<file path="src/design/assert_macros.svh">
// Assertion macros shared by the odometry RTL files.
`ifndef ASSERT_MACROS_SVH
`define ASSERT_MACROS_SVH
`ifndef SYNTHESIS
// Implication checked at every rising clock edge outside reset.
`define ASSERT_IMPL(label, clk, rst_n, ante, cons, msg) \
    label: assert property (@(posedge clk) disable iff (!rst_n) (ante) |-> (cons)) \
        else $error(msg);
// Next-cycle implication checked outside reset.
`define ASSERT_NEXT(label, clk, rst_n, ante, cons, msg) \
    label: assert property (@(posedge clk) disable iff (!rst_n) (ante) |=> (cons)) \
        else $error(msg);
`else
`define ASSERT_IMPL(label, clk, rst_n, ante, cons, msg)
`define ASSERT_NEXT(label, clk, rst_n, ante, cons, msg)
`endif
`endif

</file>
<file path="src/design/ddo_pkg.sv">
`default_nettype none
package ddo_pkg;

    localparam int CORDIC_STEPS = 24;
    localparam int STEP_W       = $clog2(CORDIC_STEPS + 1);

    localparam logic signed [33:0] PI_Q      = 34'sd843314857;
    localparam logic signed [33:0] TWO_PI_Q  = 34'sd1686629714;
    localparam logic signed [33:0] HALF_PI_Q = 34'sd421657428;
    localparam logic signed [33:0] CORDIC_GAIN = 34'sd652032874;

    typedef enum logic [1:0] {
        ACT_SAMPLE  = 2'd0,
        ACT_SET_ALL = 2'd1,
        ACT_SET_POS = 2'd2,
        ACT_SET_HDG = 2'd3
    } action_t;

    typedef enum logic [2:0] {
        ST_IDLE,
        ST_PREP,
        ST_ROTATE,
        ST_MUL,
        ST_UPDATE,
        ST_OUT
    } state_t;

    // Commands from the controller to the datapath.
    typedef struct packed {
        logic capture;
        logic load;
        logic prep;
        logic rotate;
        logic mul;
        logic update;
    } ddo_cmd_t;

    // Status from the datapath to the controller.
    typedef struct packed {
        logic primed;
        logic steps_done;
    } ddo_stat_t;

    // Arctangent table, Q3.28.
    function automatic logic signed [33:0] atan_q28(input logic [4:0] i);
        logic signed [33:0] v;
        unique case (i)
            5'd0:  v = 34'sd210828714;
            5'd1:  v = 34'sd124459457;
            5'd2:  v = 34'sd65760959;
            5'd3:  v = 34'sd33381290;
            5'd4:  v = 34'sd16755422;
            5'd5:  v = 34'sd8385879;
            5'd6:  v = 34'sd4193963;
            5'd7:  v = 34'sd2097109;
            5'd8:  v = 34'sd1048571;
            5'd9:  v = 34'sd524287;
            5'd29: v = 34'sd0;
            default: v = 34'sd1 <<< (5'd28 - i);
        endcase
        return v;
    endfunction

    // Single wrap into (-pi, pi] followed by a clamp.
    function automatic logic signed [30:0] wrap_heading(input logic signed [33:0] h);
        logic signed [33:0] w;
        w = h;
        if (w > PI_Q) begin
            w = w - TWO_PI_Q;
        end
        else if (w <= -PI_Q) begin
            w = w + TWO_PI_Q;
        end
        if (w > PI_Q) begin
            w = PI_Q;
        end
        if (w <= -PI_Q) begin
            w = -PI_Q + 34'sd1;
        end
        return w[30:0];
    endfunction

    // Saturate to the signed 32-bit range.
    function automatic logic signed [31:0] sat32(input logic signed [34:0] v);
        logic signed [31:0] r;
        if (v > 35'sd2147483647) begin
            r = 32'sh7fffffff;
        end
        else if (v < -35'sd2147483648) begin
            r = 32'sh80000000;
        end
        else begin
            r = v[31:0];
        end
        return r;
    endfunction

endpackage
`default_nettype wire

</file>
<file path="src/design/ddo_ctrl.sv">
`default_nettype none
module ddo_ctrl
(
    input  wire logic              clk,
    input  wire logic              rst_n,
    input  wire logic              in_valid,
    output logic                   in_ready,
    input  wire logic [1:0]        action,
    output logic                   out_valid,
    input  wire logic              out_ready,
    input  wire ddo_pkg::ddo_stat_t stat,
    output ddo_pkg::ddo_cmd_t      cmd
);
    import ddo_pkg::*;

    state_t state_reg, state_next;

    // State register.
    always_ff @(posedge clk or negedge rst_n) begin
        if (!rst_n) begin
            state_reg <= ST_IDLE;
        end
        else begin
            state_reg <= state_next;
        end
    end

    // Next state and commands.
    always_comb begin
        state_next = state_reg;
        cmd        = '0;
        in_ready   = 1'b0;
        out_valid  = 1'b0;
        unique case (state_reg)
            ST_IDLE: begin
                in_ready = 1'b1;
                if (in_valid) begin
                    cmd.capture = 1'b1;
                    if (action != ACT_SAMPLE) begin
                        cmd.load   = 1'b1;
                        state_next = ST_OUT;
                    end
                    else begin
                        state_next = stat.primed ? ST_PREP : ST_OUT;
                    end
                end
            end
            ST_PREP: begin
                cmd.prep   = 1'b1;
                state_next = ST_ROTATE;
            end
            ST_ROTATE: begin
                cmd.rotate = 1'b1;
                if (stat.steps_done) begin
                    cmd.rotate = 1'b0;
                    state_next = ST_MUL;
                end
            end
            ST_MUL: begin
                cmd.mul    = 1'b1;
                state_next = ST_UPDATE;
            end
            ST_UPDATE: begin
                cmd.update = 1'b1;
                state_next = ST_OUT;
            end
            ST_OUT: begin
                out_valid = 1'b1;
                if (out_ready) begin
                    state_next = ST_IDLE;
                end
            end
            default: state_next = ST_IDLE;
        endcase
    end

    `include "assert_macros.svh"
    `ASSERT_IMPL(a_ready_idle, clk, rst_n, in_ready, state_reg == ST_IDLE, "ready outside idle")
    `ASSERT_IMPL(a_no_overlap, clk, rst_n, out_valid, !in_ready, "input taken while result waits")
    `ASSERT_NEXT(a_load_out, clk, rst_n, cmd.load, out_valid, "load did not report at once")

endmodule
`default_nettype wire

</file>
<file path="config.mk">
export PLATFORM = sky130hd
export DESIGN_NAME = ddo_ctrl
export DESIGN_NICKNAME = d
export VERILOG_FILES = /design/src/design/ddo_pkg.sv /design/src/design/ddo_ctrl.sv
export VERILOG_INCLUDE_DIRS = /design/src /design/src/design
export SDC_FILE = /design/constraint.sdc
export NUM_CORES = 1
export LEC_CHECK = 0
export BUFFER_PORTS_ARGS = -buffer_cell sky130_fd_sc_hd__buf_2
export CAP_MARGIN = 20
export CORE_AREA = 2 2 39 41
export CTS_CLUSTER_DIAMETER = 60
export DETAILED_ROUTE_END_ITERATION = 10
export DIE_AREA = 0 0 41 43
export PLACE_DENSITY = 0.41
export SLEW_MARGIN = 20
export SYNTH_ARGS = -nofsm -noshare
export SYNTH_HDL_FRONTEND = slang
export SYNTH_SLANG_ARGS = --single-unit
</file>
<file path="constraint.sdc">
create_clock -name clk -period 1.4 [get_ports clk]
set_input_delay 0.14 -clock clk [delete_from_list [all_inputs] [get_ports clk]]
set_output_delay 0.14 -clock clk [all_outputs]
set_load 0.01 [all_outputs]
</file>
==> impl_results.md <==
* Die ar. at 1760 sq um
* VDD IR max at 0.911 mV
* Final GP Congestion at 0.670
* Lkg Pwr at 0.198 nW
* Hold path start: stat[0]
* Max-slew violation count at 0
* PnR worst setup slack at 0.0323 ns
* Worst-Skew Late Latency at 0.23 ns
* Critical path class: register to primary output
* Reg clk slew, reported paths at 0.03 ns
* Synth top area cells: dfrtp_1 29%, nor4b_4 9.0%, buf_6 8.6%
* Final hold violation count at 0
* Cell Area, Synth at 263 sq um
* Fin area at 398 sq um
* Setup violations, final at 0
* CTS tree: yes
* Sink Count at 3
* First-pass GRT wire length at 1030 microns
* Yosys warns at 0
* Worst-Margin Slew at 0.206 ns
* Detailed-route via count at 254
* Period utilisation layout at 97.7%
* Seq. cell area at 77.6 sq um
* IO Pins at 16
* RSZ-0062 raised after global routing: yes
* Most frequent cells in the layout: 15 x buf_2, 4 x nor2_1, 4 x buf_4
* Commonest non-fill, non-tap cell in the layout: buf_2
* Area delta synth->final at 51.4%
* Post-synthesis sequential element count at 3
* CP endpoint: cmd[4]
* Worst EP required at 1.26 ns
* PD cells at 2120 nW/um^2
* Initial antenna violation count at 0
* Yosys top cell area share at 28.6%
* Share of cells above drive strength 1 at 60.4%
* WL final at 597 microns
* Setup slack, reg-to-reg at 0.14 ns
* Number of global-route vias before repair at 263
* All-Layer GR Usage at 8.95%
* Setup crit start: state_reg[1]
* # rows at 14
* R2R Path End: state_reg[2]
* Seq/Total Area, Yosys at 28.6%
* Final ANT Viol Nets at 0
* Synth cell types at 19
* Height of the chip at 43 microns
* F_max at 731 MHz
* Die width at 41 microns
* Final net count at 57
* Reg2reg start: state_reg[2]
* Wire per inst at 9.33 microns
* Status: finished clean
* Max-Cap Viols at 0
* Largest register FFs at 3
* DR vias/cell at 3.97
* Crit path time final at 1.37 ns
* Combined area of the multi-input logic cells at 155 sq um
* Worst min path class: input pin to register
* FF-to-FF path depth at 4
* Final Util at 28.8%
* Startpoint Class: register
* Pre-Repair DR Iteration Count at 4
* Worst Clk Skew at 0.00196 ns
* Placed Area at 335 sq um
* Slew headroom at 86.2%
* Port bufs at 15
* H-tree depth at 1
* CP Capture Type: primary output
* Cts bufs inserted at 3
* Remaining Overflow, GRT at 0
* Clk buf depth at 2
* Crit path DAT at 1.23 ns
* 1st-iter DRT viols at 3
* Post-Syn Instances at 27
* Drt drc at 0
* Antenna cells at 0
* Clk root buf: clkbuf_4
* Syn nets at 35
* Largest net degree at the start of global routing at 11
* Layout fillers at 162
* Core area at 1380 sq um
* Syn avg cell area at 9.73 sq um
* Starting Density at 19.0%
* Area leader, netlist: dfrtp_1
* DP Wirelength at 463 microns
* Place WS at 0.196 ns
* CP max FO at 3
==> critical path, stage by stage (launching register included) <==
cell and delay [ns]:
dfrtp_1 0.42, nor3_4 0.21, and2_4 0.16, o21a_1 0.10
buf_2 0.12
==> how the worst min path moves through the flow <==
stage | slack (ns) | cells past startpoint | end
after floorplan | -0.16 | 0 | state_reg[0]
after global placement | -0.06 | 1 | state_reg[2]
after detailed placement | -0.06 | 1 | state_reg[2]
after CTS | 0.18 | 2 | state_reg[0]
after global routing | 0.18 | 2 | state_reg[0]
final | 0.18 | 2 | state_reg[0]
==> through the flow <==
step / TNS, ns / hold slack [ns] / total power [W] / cells
2_1_floorplan: 0 / -0.156 / 0.000557 / 27
3_3_place_gp: 0 / -0.0587 / 0.000629 / 56
3_5_place_dp: 0 / -0.0576 / 0.000623 / 56
4_1_cts: 0 / 0.176 / 0.000815 / 62
5_1_grt: -0.0508 / 0.184 / 0.000931 / 64
6_report: 0 / 0.177 / 0.000845 / 64
==> cell usage after synthesis <==
master and number:
nor4_1 1, o21bai_1 1, inv_2 1, nand2_1 1, nor3_4 1, and3_1 1
o21a_1 2, dfrtp_1 3, a21oi_1 1, xnor2_1 1, buf_4 1, nor3b_2 1
buf_6 2, nor2_1 4, a31o_1 1, and2_2 1, nand2b_1 2, nor4b_4 1
o21ai_1 1
==> where the power goes <==
| group | internal (W) | total, W | switching, W |
|---|---|---|---|
| Clock | 0.000106 | 0.000147 | 0.0000401 |
| Sequential | 0.000135 | 0.000221 | 0.0000857 |
| Combinational | 0.000262 | 0.000477 | 0.000215 |
==> final cells by class <==
class                   count  share of cell area (%)
multi-input cells          20                    39.0
well taps                  16                    5.03
inverters                   1                   0.943
repair buffers             20                    28.9
flip-flops and latches      3                    19.5
clock buffers               4                    6.60
==> kinds of logic (layout without fill, tap and decap cells) <==
kind of cell	count (synthesis)	in the layout	share of synthesized area (%)
AOI/OAI and AO/OA	6	6	15.7
xor gates and xnor gates	1	1	3.33
buffers and inverters	4	25	12.9
DFF	3	3	28.6
and+or+nand+nor	13	13	39.5
==> layer usage <==
| metal | wire [microns] | track usage [%] | vias up |
|---|---|---|---|
| li1 | - | - | 134 |
| met1 | 258 | 9.71 | 110 |
| met2 | 284 | 13.4 | 10 |
| met3 | 54 | 5.24 | 0 |
| met4 | 0 | 4.00 | 0 |
| met5 | 0 | 0 | - |
==> timing repair <==
item / in CTS / in global routing
hold buffers: 1 / 0
setup buffers: 1 / 2
resized for setup: 2 / 1
endpoints found under the hold margin: 3 / 0
setup endpoints to repair: 1 / 1
(Power assumes the default switching activity.)
